**src/hw/rtl/text_console_writer_top_assert.svh**
```systemverilog
// Assertion macros for the text console writer.
`ifndef TEXT_CONSOLE_WRITER_TOP_ASSERT_SVH
`define TEXT_CONSOLE_WRITER_TOP_ASSERT_SVH

`ifndef SYNTHESIS

// Consequent must hold in the same cycle as the antecedent.
`define TCW_ASSERT_IMP(label, clk, rst, ante, cons) \
   label: assert property (@(posedge clk) disable iff (rst) (ante) |-> (cons)) \
      else $error("tcw assertion failed");

// Consequent must hold in the cycle after the antecedent.
`define TCW_ASSERT_NXT(label, clk, rst, ante, cons) \
   label: assert property (@(posedge clk) disable iff (rst) (ante) |=> (cons)) \
      else $error("tcw assertion failed");

// Condition must never be true.
`define TCW_ASSERT_NEVER(label, clk, rst, cond) \
   label: assert property (@(posedge clk) disable iff (rst) 1'b1 |-> !(cond)) \
      else $error("tcw assertion failed");

`else

`define TCW_ASSERT_IMP(label, clk, rst, ante, cons)
`define TCW_ASSERT_NXT(label, clk, rst, ante, cons)
`define TCW_ASSERT_NEVER(label, clk, rst, cond)

`endif

`endif

```
**src/hw/rtl/tcw_pkg.sv**
```systemverilog
// Shared types, constants and helpers for the text console writer.
`timescale 1ns / 1ps

package tcw_pkg;

   // Fixed port widths
   localparam int CHAR_W          = 8;
   localparam int READ_ROW_W      = 5;
   localparam int READ_COL_W      = 7;
   localparam int CURSOR_ROW_W    = 5;
   localparam int CURSOR_COL_W    = 7;
   localparam int CURSOR_OFFSET_W = 11;

   // Defaults for the top-level parameters
   localparam int DEFAULT_COLUMNS     = 80;
   localparam int DEFAULT_ROWS        = 25;
   localparam int DEFAULT_TAB_WIDTH   = 8;
   localparam int DEFAULT_QUEUE_DEPTH = 4;

   // Transaction kinds
   localparam logic KIND_PUT  = 1'b0;
   localparam logic KIND_READ = 1'b1;

   // Control characters and cell contents
   localparam logic [CHAR_W-1:0] CHAR_BACKSPACE = 8'h08;
   localparam logic [CHAR_W-1:0] CHAR_TAB       = 8'h09;
   localparam logic [CHAR_W-1:0] CHAR_NEWLINE   = 8'h0A;
   localparam logic [CHAR_W-1:0] CHAR_RETURN    = 8'h0D;
   localparam logic [CHAR_W-1:0] BLANK_CHAR     = 8'h20;
   localparam logic [CHAR_W-1:0] TEXT_ATTR      = 8'h07;

   typedef enum logic [2:0] {
      CLS_PRINT,
      CLS_NEWLINE,
      CLS_TAB,
      CLS_BACKSPACE,
      CLS_RETURN
   } char_class_type;

   typedef enum logic [1:0] {
      CMD_NONE,
      CMD_WRITE,
      CMD_READ
   } cmd_op_type;

   typedef enum logic [1:0] {
      BK_INIT,
      BK_IDLE,
      BK_CLEAR,
      BK_READ
   } back_state_type;

   typedef struct packed {
      logic [CURSOR_ROW_W-1:0]    cursor_row;
      logic [CURSOR_COL_W-1:0]    cursor_col;
      logic [CURSOR_OFFSET_W-1:0] cursor_offset;
      logic [CHAR_W-1:0]          cell_char;
      logic [CHAR_W-1:0]          cell_attr;
      logic                       drop_key;
   } rsp_type;

   // Work for the back end: optional cell write or cell read, then optional scroll
   typedef struct packed {
      cmd_op_type        op;
      logic              scroll;
      logic [CHAR_W-1:0] char_code;
      rsp_type           rsp;
   } cmd_type;

   function automatic char_class_type classify(input logic [CHAR_W-1:0] ch);
      char_class_type cls;
      cls = CLS_PRINT;
      if (ch == CHAR_NEWLINE) begin
         cls = CLS_NEWLINE;
      end else if (ch == CHAR_TAB) begin
         cls = CLS_TAB;
      end else if (ch == CHAR_BACKSPACE) begin
         cls = CLS_BACKSPACE;
      end else if (ch == CHAR_RETURN) begin
         cls = CLS_RETURN;
      end
      return cls;
   endfunction

endpackage

```
**src/hw/rtl/tcw_queue.sv**
```systemverilog
// Small FIFO between the console front end and back end.
`timescale 1ns / 1ps

module tcw_queue
   import tcw_pkg::*;
#(
   parameter int WIDTH = 8,
   parameter int DEPTH = DEFAULT_QUEUE_DEPTH
) (
   input  logic             clock,
   input  logic             reset,
   input  logic             push,
   input  logic [WIDTH-1:0] wdata,
   output logic             full,
   input  logic             pop,
   output logic [WIDTH-1:0] rdata,
   output logic             empty
);

   localparam int PW = (DEPTH > 1) ? $clog2(DEPTH) : 1;
   localparam int CW = $clog2(DEPTH + 1);

   logic [WIDTH-1:0] entries_ff [DEPTH];
   logic [PW-1:0]    wr_ptr_ff, wr_ptr_in;
   logic [PW-1:0]    rd_ptr_ff, rd_ptr_in;
   logic [CW-1:0]    count_ff, count_in;
   logic             do_push, do_pop;

   assign full    = (count_ff == CW'(DEPTH));
   assign empty   = (count_ff == '0);
   assign rdata   = entries_ff[rd_ptr_ff];
   assign do_push = push && !full;
   assign do_pop  = pop && !empty;

   // Pointer and count update
   always_comb begin
      wr_ptr_in = wr_ptr_ff;
      rd_ptr_in = rd_ptr_ff;
      count_in  = count_ff;
      if (do_push) begin
         wr_ptr_in = (wr_ptr_ff == PW'(DEPTH - 1)) ? '0 : wr_ptr_ff + 1'b1;
      end
      if (do_pop) begin
         rd_ptr_in = (rd_ptr_ff == PW'(DEPTH - 1)) ? '0 : rd_ptr_ff + 1'b1;
      end
      if (do_push && !do_pop) begin
         count_in = count_ff + 1'b1;
      end else if (do_pop && !do_push) begin
         count_in = count_ff - 1'b1;
      end
   end

   always_ff @(posedge clock) begin
      if (reset) begin
         wr_ptr_ff <= '0;
         rd_ptr_ff <= '0;
         count_ff  <= '0;
      end else begin
         wr_ptr_ff <= wr_ptr_in;
         rd_ptr_ff <= rd_ptr_in;
         count_ff  <= count_in;
      end
   end

   // Storage
   always_ff @(posedge clock) begin
      if (do_push) begin
         entries_ff[wr_ptr_ff] <= wdata;
      end
   end

endmodule

```
**config.mk**
```make
export PLATFORM = sky130hd
export DESIGN_NAME = tcw_queue
export DESIGN_NICKNAME = d
export VERILOG_FILES = /design/src/hw/rtl/text_console_writer_top_assert.svh /design/src/hw/rtl/tcw_pkg.sv /design/src/hw/rtl/tcw_queue.sv
export SDC_FILE = /design/constraint.sdc
export NUM_CORES = 1
export LEC_CHECK = 0
export BUFFER_PORTS_ARGS = -buffer_cell sky130_fd_sc_hd__buf_2
export CORE_ASPECT_RATIO = 1.2
export CORE_UTILIZATION = 40
export CTS_BUF_LIST = sky130_fd_sc_hd__clkbuf_2
export CTS_CLUSTER_SIZE = 10
export DETAILED_ROUTE_END_ITERATION = 8
export GPL_ROUTABILITY_DRIVEN = 0
export GPL_TIMING_DRIVEN = 0
export PLACE_DENSITY = 0.58
export SYNTH_ARGS = -nofsm -noshare
export SYNTH_HDL_FRONTEND = slang
export SYNTH_SLANG_ARGS = --single-unit
```
**constraint.sdc**
```tcl
create_clock -name clock -period 4.1 [get_ports clock]
set_clock_uncertainty 0.2 [all_clocks]
set_input_delay 0.205 -clock clock [delete_from_list [all_inputs] [get_ports clock]]
set_output_delay 0.205 -clock clock [all_outputs]
set_load 0.01 [all_outputs]
```
# Yosys cells after proc, flatten, opt, wreduce, memory -nomap -nowiden
# Memories as Yosys holds them, arrays and structs flattened. A register that Yosys moved wholly into a read port is not among the register bits.
# Cells that the tools add are included.
[totals]
reg_bits = 7
ram_bits = 32
input_bits = 12
output_inout_bits = 10
word_cells = 29
n_memories = 1
[memory_table]
columns = ["name", "depth", "word_bits", "read_ports", "rd_clocked_by_memory_dff", "wr", "line", "rtl"]
rows = [
  ["entries_ff", 4, 8, 1, 1, 1, "tcw_queue.sv:23", "logic [WIDTH-1:0] entries_ff [DEPTH];"],
]
[classes]
addsub = 4
n_eq_ne = 3
n_mux = 8
reduce_logical = 10
[ops]
columns = ["operator", "count"]
rows = [
  ["$mux 2", 4],
  ["$mux 3", 2],
  ["$add 2x1->2 const B", 2],
  ["$eq 2x2->1 const B", 2],
  ["$logic_and 1x1->1", 4],
  ["$logic_not 1->1", 4],
  ["$add 3x1->3 const B", 1],
  ["$eq 3x3->1 const B", 1],
  ["$logic_not 3->1", 1],
  ["$sub 3x1->3 const B", 1],
  ["$mux 1", 2],
  ["$reduce_bool 2->1", 1],
]

# Longest topological paths before layout
[logic_depth]
ltp_word = 7
ltp_mapped = 10

# Worst setup path after synthesis
# OpenSTA, ideal clock, no wires.
[synth_path]
path_type = "reg-to-reg"
startpoint = "register count_ff[0]"
endpoint = "register count_ff[2]"
setup_ps = 70
arrival_ps = 2103
t_required_ps = 3830
setup_slack_ps = 1726
stages_incl_launch_ff = 11
n_path_buf = 1
path_cell_list = "dfxtp_1 -> or3b_1 -> buf_6 -> clkinv_4 -> nor2_2 -> ha_1 -> inv_1 -> fa_1 -> xor2_1 -> or3_2 -> a21oi_1"
[synth_between]
elab_chain_len = 6
word_cells_on_any_way = 15
[synth_rtl]
columns = ["item", "line", "rtl"]
rows = [
  ["from (decl)", "tcw_queue.sv:26", "logic [CW-1:0] count_ff, count_in;"],
  ["from (signal assigned)", "tcw_queue.sv:61", "count_ff <= count_in;"],
  ["$eq 3x3->1 *", "tcw_queue.sv:29", "assign full = (count_ff == CW'(DEPTH));"],
  ["via full", "tcw_queue.sv:14", "output logic full,"],
  ["$logic_not 1->1 *", "tcw_queue.sv:32", "assign do_push = push && !full;"],
  ["$logic_and 1x1->1 *", "tcw_queue.sv:32", ""],
  ["via do_push", "tcw_queue.sv:27", "logic do_push, do_pop;"],
  ["$logic_not 1->1", "tcw_queue.sv:48", "end else if (do_pop && !do_push) begin"],
  ["$logic_and 1x1->1", "tcw_queue.sv:48", ""],
  ["$reduce_bool 2->1 (no source line)", "-", ""],
]
# The timed path passes the listed nets; every way through them passes the cells marked *. The select of a mux whose other input is x is not followed.
# A chain may end at the register's enable or synchronous reset.

# Worst setup path after layout
[layout_path]
startpoint = "register count_ff[0]"
endpoint = "register count_ff[2]"
[layout_between]
elab_chain_len = 6
word_cells_on_any_way = 15
[layout_rtl]
columns = ["item", "line"]
rows = [
  ["$eq 3x3->1 *", "tcw_queue.sv:29"],
  ["$logic_not 1->1 *", "tcw_queue.sv:32"],
  ["$logic_and 1x1->1 *", "tcw_queue.sv:32"],
  ["via do_push", "tcw_queue.sv:27"],
  ["$logic_not 1->1", "tcw_queue.sv:48"],
  ["$logic_and 1x1->1", "tcw_queue.sv:48"],
  ["$reduce_bool 2->1 (no source line)", "-"],
]
# Marks and branches as above.

==> key figures <==
Setup path
  – Worst Setup Start Kind: register
  – Levels on crit path: 10
  – Max stage delay cell, worst path: dfxtp_1
  – WS Path Type: reg2reg
  – CP endpoint kind: register
  – Worst r2r path cells: 10
  – Worst EP required: approximately 4.2 ns
  – Delay-heaviest family, CP: simple AND/OR/NAND/NOR gates
  – Largest fanout on the critical path: 7
  – CP Cell Sequence: or3b_1, buf_6, clkinv_4, nor2_2, ha_1, inv_1, fa_1, xor2_1, or3_2, a21oi_1
  – Buf/Inv on CP: 3
  – Arrival @ worst endpoint: 2.68 ns
  – Slowest Stage Delay on Critical Path: 0.50 ns

Drt
  – Initial DRC Count: 11
  – Initial DRT Pass Iterations: 4
  – Routed WL per cell: roughly 14 um
  – Final Routed Wirelength: 2610 um
  – Via count: 883
  – Final antenna-violating net count: 0
  – Via-per-instance ratio: 4.77
  – Residual DRC count: 0

Cells and area
  – Util after Layout: 0.498
  – Layout Area Growth over Synthesis: 19.2%
  – Fin nets: about 150
  – N_diodes: 0
  – Design Area, Final: 0.00196 mm^2
  – Layout cell share with drive strength beyond 1: 0.351

Global route
  – GRT met1 Usage: 0.157
  – Largest net degree at the start of global routing: 13
  – GRT busiest layer: met2
  – Initial antenna violation count: 0
  – Met2 usage: 0.233
  – Vias in the first global route: 899
  – GRT Overall Usage: 0.141
  – Gr ovfl total: 0
  – First-pass GRT wire length: 4200 um
  – Met3 usage: 0.0517

Logic synthesis
  – Post-synthesis cell type count: 26
  – Yosys top cell area share: 0.584
  – Fraction of registers with async set/reset: 0
  – Post-synthesis net count: 111
  – Seq cells post-synth: 41
  – Synthesized cell area: roughly 0.0016 mm^2
  – Register area share after synthesis: 0.694
  – Top_reg_cell synth: edfxtp_1
  – Synthesis warning total: 0
  – Cells after synthesis: 92
  – Post-synth top area cell: edfxtp_1
  – Largest cells by area after synthesis: edfxtp_1 (58%), dfxtp_1 (11%), mux4_2 (11%)
  – Post-synth EDFFs: 32
  – Commonest cells in the netlist: edfxtp_1 (32), dfxtp_1 (9), mux4_2 (8), ha_1 (6)
  – Mean Syn Cell Area: 17.9 um^2
  – Count leader, synth: edfxtp_1

Clocking
  – PostCTS Resize Cnt: 0
  – # H-tree levels: 2
  – Clk pin slew, worst setup/hold paths: 0.18 ns
  – Setup Buffers After CTS: 0
  – Total CTS buffers: 5
  – CTS tree: built
  – Post-CTS Hold Fix Bufs: 11
  – Clock root buffer: clkbuf_2
  – Clock buffer depth: 2
  – Clk sinks: 41
  – Worst skew pair latency: between 0.3 and 0.4 ns

STA
  – Slew @ Worst Pin: between 0.5 and 0.6 ns
  – RSZ-0062 raised after global routing: no
  – Endpoints failing hold: 0
  – Relative slew slack: 0.630
  – Crit path time final: 2.56 ns
  – Final setup viols: 0
  – Max Freq: between 0.3 and 0.4 GHz
  – Max-slew violations: 0
  – TNS Setup: 0 ns
  – Fin crit share: 0.623

Power
  – Clock network fraction of total power: 0.164
  – NetSw: 295 uW
  – Leak: 0.000732 uW
  – Reg power frac: 0.539
  – Comb power frac: 0.297
  – VDD IR max: 0.212 mV
  – Switching Share: 0.296
  – Cell Int Power: about 700 uW
  – PwrDens: 508 mW/mm^2

Place
  – DP HPWL: approximately 1800 um
  – Port bufs: 20
  – Post-DP Area: 0.00181 mm^2

Die
  – Die area: around 0.0044 mm^2
  – Die X: 60.5 um
  – IO Count: 22
  – Height of the chip: just over 70 um
  – Num rows: 25
  – Starting Density: 0.417
  – Core area: between 0.003 and 0.004 mm^2

Run
  – Max cap viols: 0

Worst hold path
  – Worst min-delay path class: reg2reg
  – Hold depth: 2

Status
  – Outcome: finished clean
[per-layer routing]
metal / wire length [um] / vias up
met5: 0 / -
met4: 55 / 0
met3: 125 / 6
met2: 1330 / 22
met1: 1100 / 426
li1: - / 429
[worst register-to-register path: stages, from the launching register on]
cell	delay, ns
dfxtp_1	0.50
or3b_1	0.17
buf_6	0.13
clkinv_4	0.05
nor2_2	0.13
ha_1	0.20
inv_1	0.06
fa_1	0.37
xor2_1	0.16
or3_2	0.40
a21oi_1	0.14
[final cells by class]
| class | instances | area (um^2) |
|---|---|---|
| Sequential cell | 41 | 1140 |
| Inverter | 5 | 23.8 |
| Timing Repair Buffer | 31 | 210 |
| Multi-Input combinational cell | 42 | 457 |
| Tap cell | 54 | 67.6 |
| Clock inverter | 1 | 3.75 |
| Fill cell | 371 | 1980 |
| Buffer | 4 | 23.8 |
| Clock buffer | 7 | 35.0 |
[layout by cell type, fill, tap and decap left out, drive strengths merged, types with 3 or more instances in the layout]
cell type and instances:
dfxtp 9, ha 6, and3 4, dlygate4sd3 11
a21oi 3, edfxtp 32, clkbuf 8, nor2 4
inv 4, mux4 8, buf 23
[through the flow]
step | setup WS (ns) | hold slack (ns) | instances | total power, uW
after floorplan | 1.73 | 0.104 | 92 | 749
after global placement | 1.61 | 0.216 | 166 | 828
after detailed placement | 1.55 | 0.225 | 166 | 842
after CTS | 1.52 | 0.318 | 185 | 1010
after global routing | 1.34 | 0.343 | 185 | 1060
final | 1.54 | 0.317 | 185 | 996
[path summary, 6_finish.rpt]
path | to | slack (ns) | start
hold / removal | register | 0.32 | rd_ptr_ff[0]
setup / recovery | count_ff[2] | 1.54 | count_ff[0]
hold reg to reg | register | 0.32 | rd_ptr_ff[0]
setup reg to reg | count_ff[2] | 1.54 | count_ff[0]
[cell families (layout without fill, tap and decap cells)]
group | count (synthesis) | count (layout) | share of synthesized area
xor+xnor | 2 | 2 | 0.0106
flops | 41 | 41 | 0.694
simple gates | 16 | 16 | 0.0570
compound gates | 7 | 7 | 0.0304
mux | 10 | 10 | 0.122
buf+inv | 9 | 48 | 0.0289
fa+ha+maj | 7 | 7 | 0.0578
[power groups by stage]
stage / registers (uW) / logic, uW / clock network (uW)
6_report: 537 / 296 / 163
5_1_grt: 545 / 334 / 182
4_1_cts: 537 / 306 / 170
3_5_place_dp: 547 / 296 / 0
3_3_place_gp: 542 / 286 / 0
2_1_floorplan: 539 / 211 / 0
[flip-flops by register name (all words and copies together), names as in the netlist, named ones only]
| register | cells |
|---|---|
| count_ff | 3 |
| entries_ff | 32 |
| wr_ptr_ff | 2 |
| rd_ptr_ff | 2 |
Note: power is estimated with default switching activity, not from simulation.
