<file path="config.mk">
export PLATFORM = sky130hd
export DESIGN_NAME = tcw_front
export DESIGN_NICKNAME = d
export VERILOG_FILES = /design/src/hw/rtl/text_console_writer_top_assert.svh /design/src/hw/rtl/tcw_pkg.sv /design/src/hw/rtl/tcw_front.sv
export SDC_FILE = /design/constraint.sdc
export NUM_CORES = 1
export LEC_CHECK = 0
export ABC_AREA = 1
export CORE_ASPECT_RATIO = 1.25
export CORE_MARGIN = 5
export CORE_UTILIZATION = 44
export CTS_CLUSTER_SIZE = 10
export DETAILED_ROUTE_END_ITERATION = 12
export DONT_BUFFER_PORTS = 1
export PLACE_DENSITY_LB_ADDON = 0.25
export SKIP_CTS_REPAIR_TIMING = 1
export SLEW_MARGIN = 30
export SYNTH_ARGS = -nofsm -noshare
export SYNTH_HDL_FRONTEND = slang
export SYNTH_SLANG_ARGS = --single-unit
</file>
<file path="constraint.sdc">
create_clock -name clock -period 5.1 [get_ports clock]
set_input_delay 0.765 -clock clock [delete_from_list [all_inputs] [get_ports clock]]
set_output_delay 0.765 -clock clock [all_outputs]
set_load 0.01 [all_outputs]
</file>
<file path="src/hw/rtl/text_console_writer_top_assert.svh">
// Assertion macros for the text console writer.
`ifndef TEXT_CONSOLE_WRITER_TOP_ASSERT_SVH
`define TEXT_CONSOLE_WRITER_TOP_ASSERT_SVH

`ifndef SYNTHESIS

// Consequent must hold in the same cycle as the antecedent.
`define TCW_ASSERT_IMP(label, clk, rst, ante, cons) \
   label: assert property (@(posedge clk) disable iff (rst) (ante) |-> (cons)) \
      else $error("tcw assertion failed");

// Consequent must hold in the cycle after the antecedent.
`define TCW_ASSERT_NXT(label, clk, rst, ante, cons) \
   label: assert property (@(posedge clk) disable iff (rst) (ante) |=> (cons)) \
      else $error("tcw assertion failed");

// Condition must never be true.
`define TCW_ASSERT_NEVER(label, clk, rst, cond) \
   label: assert property (@(posedge clk) disable iff (rst) 1'b1 |-> !(cond)) \
      else $error("tcw assertion failed");

`else

`define TCW_ASSERT_IMP(label, clk, rst, ante, cons)
`define TCW_ASSERT_NXT(label, clk, rst, ante, cons)
`define TCW_ASSERT_NEVER(label, clk, rst, cond)

`endif

`endif

</file>
<file path="src/hw/rtl/tcw_pkg.sv">
// Shared types, constants and helpers for the text console writer.
`timescale 1ns / 1ps

package tcw_pkg;

   // Fixed port widths
   localparam int CHAR_W          = 8;
   localparam int READ_ROW_W      = 5;
   localparam int READ_COL_W      = 7;
   localparam int CURSOR_ROW_W    = 5;
   localparam int CURSOR_COL_W    = 7;
   localparam int CURSOR_OFFSET_W = 11;

   // Defaults for the top-level parameters
   localparam int DEFAULT_COLUMNS     = 80;
   localparam int DEFAULT_ROWS        = 25;
   localparam int DEFAULT_TAB_WIDTH   = 8;
   localparam int DEFAULT_QUEUE_DEPTH = 4;

   // Transaction kinds
   localparam logic KIND_PUT  = 1'b0;
   localparam logic KIND_READ = 1'b1;

   // Control characters and cell contents
   localparam logic [CHAR_W-1:0] CHAR_BACKSPACE = 8'h08;
   localparam logic [CHAR_W-1:0] CHAR_TAB       = 8'h09;
   localparam logic [CHAR_W-1:0] CHAR_NEWLINE   = 8'h0A;
   localparam logic [CHAR_W-1:0] CHAR_RETURN    = 8'h0D;
   localparam logic [CHAR_W-1:0] BLANK_CHAR     = 8'h20;
   localparam logic [CHAR_W-1:0] TEXT_ATTR      = 8'h07;

   typedef enum logic [2:0] {
      CLS_PRINT,
      CLS_NEWLINE,
      CLS_TAB,
      CLS_BACKSPACE,
      CLS_RETURN
   } char_class_type;

   typedef enum logic [1:0] {
      CMD_NONE,
      CMD_WRITE,
      CMD_READ
   } cmd_op_type;

   typedef enum logic [1:0] {
      BK_INIT,
      BK_IDLE,
      BK_CLEAR,
      BK_READ
   } back_state_type;

   typedef struct packed {
      logic [CURSOR_ROW_W-1:0]    cursor_row;
      logic [CURSOR_COL_W-1:0]    cursor_col;
      logic [CURSOR_OFFSET_W-1:0] cursor_offset;
      logic [CHAR_W-1:0]          cell_char;
      logic [CHAR_W-1:0]          cell_attr;
      logic                       drop_key;
   } rsp_type;

   // Work for the back end: optional cell write or cell read, then optional scroll
   typedef struct packed {
      cmd_op_type        op;
      logic              scroll;
      logic [CHAR_W-1:0] char_code;
      rsp_type           rsp;
   } cmd_type;

   function automatic char_class_type classify(input logic [CHAR_W-1:0] ch);
      char_class_type cls;
      cls = CLS_PRINT;
      if (ch == CHAR_NEWLINE) begin
         cls = CLS_NEWLINE;
      end else if (ch == CHAR_TAB) begin
         cls = CLS_TAB;
      end else if (ch == CHAR_BACKSPACE) begin
         cls = CLS_BACKSPACE;
      end else if (ch == CHAR_RETURN) begin
         cls = CLS_RETURN;
      end
      return cls;
   endfunction

endpackage

</file>
<file path="src/hw/rtl/tcw_front.sv">
// Front end: accepts transactions, tracks the cursor, issues cell commands.
`timescale 1ns / 1ps

module tcw_front
   import tcw_pkg::*;
#(
   parameter int COLUMNS   = DEFAULT_COLUMNS,
   parameter int ROWS      = DEFAULT_ROWS,
   parameter int TAB_WIDTH = DEFAULT_TAB_WIDTH,
   localparam int RW       = $clog2(ROWS),
   localparam int CW       = $clog2(COLUMNS)
) (
   input  logic                  clock,
   input  logic                  reset,
   input  logic                  push,
   output logic                  full,
   input  logic                  req_kind,
   input  logic [CHAR_W-1:0]     req_char_code,
   input  logic                  req_key_buffer_nonempty,
   input  logic [READ_ROW_W-1:0] req_read_row,
   input  logic [READ_COL_W-1:0] req_read_col,
   input  logic                  queue_full,
   input  logic                  back_busy,
   output logic                  cmd_push,
   output cmd_type               cmd,
   output logic [RW-1:0]         cmd_row,
   output logic [CW-1:0]         cmd_col
);

   localparam int TW  = (TAB_WIDTH > 1) ? $clog2(TAB_WIDTH) : 1;
   localparam int TCW = $clog2(COLUMNS + TAB_WIDTH);
   localparam int OFW = $clog2(ROWS * COLUMNS);
   localparam logic [TW-1:0] LAST_PHASE = TW'((COLUMNS - 1) % TAB_WIDTH);

   logic [RW-1:0]  cur_row_ff, cur_row_in;
   logic [CW-1:0]  cur_col_ff, cur_col_in;
   logic [TW-1:0]  phase_ff, phase_in;   // cursor column modulo tab width
   logic           accept;
   char_class_type cls;
   logic [TCW-1:0] tab_col;
   logic [OFW-1:0] offset;

   assign full     = queue_full || back_busy;
   assign accept   = push && !full;
   assign cmd_push = accept;
   assign cls      = classify(req_char_code);
   assign tab_col  = TCW'(cur_col_ff) + TCW'(TAB_WIDTH) - TCW'(phase_ff);

   // Cursor update and command decode
   always_comb begin
      cur_row_in    = cur_row_ff;
      cur_col_in    = cur_col_ff;
      phase_in      = phase_ff;
      cmd.op        = CMD_NONE;
      cmd.scroll    = 1'b0;
      cmd.char_code = req_char_code;
      cmd_row       = cur_row_ff;
      cmd_col       = cur_col_ff;
      cmd.rsp.drop_key  = 1'b0;
      cmd.rsp.cell_char = '0;
      cmd.rsp.cell_attr = '0;
      if (req_kind == KIND_READ) begin
         if (req_read_row < ROWS && req_read_col < COLUMNS) begin
            cmd.op  = CMD_READ;
            cmd_row = RW'(req_read_row);
            cmd_col = CW'(req_read_col);
         end
      end else begin
         unique case (cls)
            CLS_NEWLINE: begin
               cur_col_in = '0;
               phase_in   = '0;
               if (cur_row_ff == RW'(ROWS - 1)) begin
                  cmd.scroll = 1'b1;
               end else begin
                  cur_row_in = cur_row_ff + 1'b1;
               end
            end
            CLS_TAB: begin
               if (tab_col > TCW'(COLUMNS - 1)) begin
                  cur_col_in = '0;
                  phase_in   = '0;
                  if (cur_row_ff == RW'(ROWS - 1)) begin
                     cmd.scroll = 1'b1;
                  end else begin
                     cur_row_in = cur_row_ff + 1'b1;
                  end
               end else begin
                  cur_col_in = CW'(tab_col);
                  phase_in   = '0;
               end
            end
            CLS_BACKSPACE: begin
               if (req_key_buffer_nonempty) begin
                  cmd.rsp.drop_key = 1'b1;
                  cmd.op           = CMD_WRITE;
                  cmd.char_code    = BLANK_CHAR;
                  if (cur_col_ff != '0) begin
                     cur_col_in = cur_col_ff - 1'b1;
                     phase_in   = (phase_ff == '0) ? TW'(TAB_WIDTH - 1) : phase_ff - 1'b1;
                  end else if (cur_row_ff != '0) begin
                     cur_col_in = CW'(COLUMNS - 1);
                     phase_in   = LAST_PHASE;
                     cur_row_in = cur_row_ff - 1'b1;
                  end
                  // blank the cell at the new cursor
                  cmd_row = cur_row_in;
                  cmd_col = cur_col_in;
               end
            end
            CLS_RETURN: begin
               cur_col_in = '0;
               phase_in   = '0;
            end
            CLS_PRINT: begin
               cmd.op = CMD_WRITE;
               if (cur_col_ff == CW'(COLUMNS - 1)) begin
                  cur_col_in = '0;
                  phase_in   = '0;
                  if (cur_row_ff == RW'(ROWS - 1)) begin
                     cmd.scroll = 1'b1;
                  end else begin
                     cur_row_in = cur_row_ff + 1'b1;
                  end
               end else begin
                  cur_col_in = cur_col_ff + 1'b1;
                  phase_in   = (phase_ff == TW'(TAB_WIDTH - 1)) ? '0 : phase_ff + 1'b1;
               end
            end
            default: begin
               cmd.op = CMD_NONE;
            end
         endcase
      end
      offset = OFW'(cur_row_in) * OFW'(COLUMNS) + OFW'(cur_col_in);
      cmd.rsp.cursor_row    = CURSOR_ROW_W'(cur_row_in);
      cmd.rsp.cursor_col    = CURSOR_COL_W'(cur_col_in);
      cmd.rsp.cursor_offset = CURSOR_OFFSET_W'(offset);
   end

   // Cursor registers
   always_ff @(posedge clock) begin
      if (reset) begin
         cur_row_ff <= '0;
         cur_col_ff <= '0;
         phase_ff   <= '0;
      end else if (accept) begin
         cur_row_ff <= cur_row_in;
         cur_col_ff <= cur_col_in;
         phase_ff   <= phase_in;
      end
   end

endmodule

</file>
; ---- Word-level counts from Yosys, hierarchy flattened
; Index checks and enable logic that the tools add are counted.
; Widths: inputs -> output; s select.
[totals]
in_bits = 27
regBits = 15
word_cells = 88
[op_classes]
n_reduce_logical = 12
n_addsub = 9
multipliers = 1
bitwise = 1
n_lt_le_gt_ge = 3
muxes = 46
eq_ne = 13
[op_table]
columns = cell, count
row1 = $mux 7, 9
row2 = $mux 5, 10
row3 = $eq 8x4->1 const B, 4
row4 = $mux 3, 10
row5 = $pmux 7 s4, 1
row6 = $pmux 5 s4, 1
row7 = $mux 8, 2
row8 = $add 11x7->11, 1
row9 = $mux 9, 1
row10 = $pmux 3 s3, 1
row11 = $add 7x1->7 const B, 1
row12 = $add 7x4->7 const B, 1
row13 = $eq 7x7->1 const B, 1
row14 = $gt 7x7->1 const B, 1
row15 = $lt 7x7->1 const B, 1
row16 = $mul 5x3->7 const B, 1
row17 = $mux 1, 7
row18 = $reduce_bool 7->1, 1
row19 = $sub 7x1->7 const B, 1
row20 = $sub 7x3->7, 1
row21 = $eq 3x2->1 const B, 2
row22 = $eq 3x3->1 const B, 2
row23 = $logic_not 3->1, 2
row24 = $add 5x1->5 const B, 1
row25 = other kinds (20), 22

; ---- Depth between registers and ports, before layout
[depth]
word_depth = 10
ltp_mapped = 30

; ---- Worst setup path after synthesis
; Ideal clock, no wire load.
[synth_timing]
path_kind = flip-flop to output port
from = register cur_col_ff[0]
to = output port cmd[27] in the netlist's numbering
t_required_ps = 4335
setup_slack_ps = 339
path_stages_with_launch = 31
path_buffers = 1
arrival_ps = 3996
cell_sequence = dfxtp_1 clkbuf_2 inv_1 ha_1 inv_1 ha_1 inv_1 fa_1 inv_1 nand2_1 nand2_1 nand2_2 nand2_2 nand3_4 nand3_2 nand2_2 nand2_1 nand2_1 nand2_1 nand2_1 ha_1 ha_1 fa_1 xnor2_1 nor2_1 nand2_1 xor2_1 inv_1 nand3_1 nand2_1 inv_1
[synth_lines]
columns = element, line
row1 = from (decl), tcw_front.sv:36  ; logic [CW-1:0] cur_col_ff, cur_col_in;
row2 = from (signal assigned), tcw_front.sv:149  ; cur_col_ff <= cur_col_in;
row3 = to (decl), tcw_front.sv:25  ; output cmd_type cmd,

==> results.sh <==
export IMPL_status="finished, final reports clean"
export IMPL_arrival_ns=4.04
export IMPL_p_per_area_mw_per_mm2=148
export IMPL_vias_per_cell=5.39
export IMPL_area_growth_pct=2.41
export IMPL_core_area_sq_mm=0.00698
export IMPL_synth_cells=520
export IMPL_io_pin_count=92
export IMPL_crit_path_frequent_cell="nand2_1"
export IMPL_syn_cell_area_sq_mm=0.00317
export IMPL_drt_wl_total_um=9310
export IMPL_finalCritPeriodShare_pct=94.2
export IMPL_final_hold_viol_count=0
export IMPL_finalNonFillerCells=596
export IMPL_cts_path_max_buffers=2
export IMPL_post_dp_cell_area_sq_mm=0.00313
export IMPL_maxCapViolations=0
export IMPL_min_path_cells=2
export IMPL_ir_drop_v=0.0000885
export IMPL_drc=0
export IMPL_worst_pin_slew_ns=0.761
export IMPL_p_leak_nw=1.73
export IMPL_cts_buffers=3
export IMPL_grt_use_total_pct=20.4
export IMPL_die_w_um=85.9
export IMPL_grt_pass1_wl_um=15000
export IMPL_start_kind="register"
export IMPL_dr_first_iter_drc_count=193
export IMPL_hp_class="reg2reg"
export IMPL_synthFlopType="dfxtp_1"
export IMPL_fillers=762
export IMPL_drv_slew=0
export IMPL_clock_latency_ns=0.25
export IMPL_num_vias=3212
export IMPL_cts_root_buf="clkbuf_8"
export IMPL_setup_viol=0
export IMPL_reg2reg_depth=17
export IMPL_met2_usage_pct=38.5
export IMPL_wl_per_cell_um=15.6
export IMPL_io_buffer_count=0
export IMPL_drt_pass1_iter_count=5
export IMPL_met3_usage_pct=4.57
export IMPL_path_class="reg2out"
export IMPL_slew_headroom_pct=49.2
export IMPL_dieArea_sq_mm=0.00901
export IMPL_placementRows=34
export IMPL_yosysUniqueCellTypes=50
export IMPL_antenna_found_initial=0
export IMPL_synth_edf_count=0
export IMPL_path_max_fanout=6
export IMPL_place_gp_congestion=0.961
export IMPL_critPathTopFamily="adder cells"
export IMPL_cp_slowest_stage_delay_ns=0.46
export IMPL_cp_required_ns=4.34
export IMPL_fin_skew_ns=0.00147
export IMPL_cp_buffers_inverters=6
export IMPL_fin_nets=567
export IMPL_stdcell_area_sq_mm=0.00325
export IMPL_clk_pin_slew_worst_paths_ns=0.07
export IMPL_cts_tree="built"
export IMPL_antenna_left=0
export IMPL_fin_crit_ns=4.80
export IMPL_dp_cells=592
export IMPL_busiest_layer="met2"
export IMPL_async_flop_share_pct=0
export IMPL_cts_sinks=15
export IMPL_slowest_stage="fa_1"
export IMPL_yosysWarnings=0
export IMPL_die_h_um=105
export IMPL_antennaDiodeCount=0
export IMPL_dpl_hpwl_um=7740
export IMPL_htreeDepth=1
export IMPL_crit_path_end_kind="output port"
export IMPL_grt_ovfl_total=0
export IMPL_use_met1_pct=22.0
export IMPL_synth_avg_cell_area_sq_um=6.10
export IMPL_grt_max_degree=25
export IMPL_yosysSeqAreaShare_pct=9.47
export IMPL_critical_path_depth=29
export IMPL_ys_seq_elements=15
export IMPL_grt_pass1_vias=3083
export IMPL_fmax_ghz=0.208
export IMPL_start_util_pct=45.4
export IMPL_layout_drive_gt1_share_pct=15.6
==> tightest hold or removal path, delay by kind of cell, from the launching register on <==
kind,cells,cell delay (ns)
AO/OA/AOI/OAI,1,0.06
buffers and inverters,1,0.07
flip-flops,1,0.36
==> cell families after synthesis <==
logic type                 after synthesis  synth area share, %
xor gates and xnor gates                16                 4.42
AOI/OAI and AO/OA                       85                 15.2
and+or+nand+nor                        248                 38.7
DFF                                     15                 9.47
other                                    1                0.118
adders and majority gates               33                 13.7
buffers and inverters                  122                 18.3
==> cell type report <==
cell class              count  area [sq um]  share of cell area, %
clock inverters             1          5.00                  0.154
clock buffers               3          41.3                   1.27
repair buffers              8          60.1                   1.85
multi-input cells         398          2410                   74.3
inverters                  81           307                   9.44
well taps                  90           113                   3.47
flip-flops and latches     15           308                   9.48
==> report_power, final <==
group	leakage [nW]	switching (W)	total [W]	internal [W]
logic	1.58	0.000165	0.000245	0.0000804
clock network	0.0255	0.0000509	0.000105	0.0000542
registers	0.125	0.00000898	0.000132	0.000123
==> synth_stat cells (2+ instances only) <==
library cell	n	area, sq um
a21oi_2	2	17.5
nor2_2	2	12.5
nand4_2	3	37.5
buf_2	5	25.0
nand4_1	8	50.1
nor2_1	37	139
nand3_2	4	40.0
a211oi_1	2	15.0
o211ai_1	2	15.0
xnor2_1	2	17.5
nand2_2	10	62.6
inv_1	68	255
xor2_1	14	123
o211ai_2	2	25.0
ha_1	30	375
nand2_1	130	488
nor3_1	2	10.0
fa_1	3	60.1
dfxtp_1	15	300
a21oi_1	38	190
o21ai_1	2	10.0
nor2_8	2	40.0
clkbuf_1	10	37.5
inv_2	11	41.3
a22oi_1	4	30.0
buf_4	20	150
or2_0	2	12.5
buf_6	3	33.8
nor2_4	3	33.8
nand3_1	34	170
nand2_4	4	45.0
o21ai_0	28	140
==> flip-flops by register name, indices dropped and copies added, names as in the netlist <==
register	count
cur_row_ff	5
phase_ff	3
cur_col_ff	7
==> routing by layer <==
metal | vias to the layer above | share of wire [%]
li1 | 1597 | -
met1 | 1492 | 37
met2 | 100 | 54
met3 | 23 | 6.4
met4 | 0 | 3.2
met5 | - | 0
==> through the flow <==
step | setup WS (ns) | power, W | setup TNS [ns] | util [%] | hold WS [ns]
floorplan | 0.339 | 0.000347 | 0 | - | 0.495
global route | -0.00124 | 0.000518 | -0.00124 | 46.5 | 0.560
finish | 0.295 | 0.000482 | 0 | 46.5 | 0.526
CTS | -0.0307 | 0.000478 | -0.0307 | 45.5 | 0.551
detailed placement | 0.243 | 0.000373 | 0 | 44.8 | 0.540
global placement | 0.370 | 0.000372 | 0 | 44.8 | 0.531
==> worst paths after layout <==
path,startpoint,to,slack [ns]
setup / recovery,cur_col_ff[0],cmd[27],0.30
hold / removal,phase_ff[2],phase_ff[2],0.53
setup reg to reg,cur_col_ff[0],cur_col_ff[3],2.70
hold reg to reg,phase_ff[2],phase_ff[2],0.53
==> placed cells by master (no fill, tap or decap), drive strengths merged <==
master	instances
nand3	39
dfxtp	15
clkbuf	3
o211ai	4
fa	3
or3	1
a211oi	2
a32oi	1
a22oi	4
xor2	14
and3	1
nor3	3
a21o	1
nand4	12
nor2	44
xnor2	2
buf	8
a21oi	40
nand3b	2
nand2	144
o21ai	31
conb	16
inv	80
o21bai	1
clkinv	2
ha	30
or2	2
o21a	1
(Power assumes the default switching activity.)
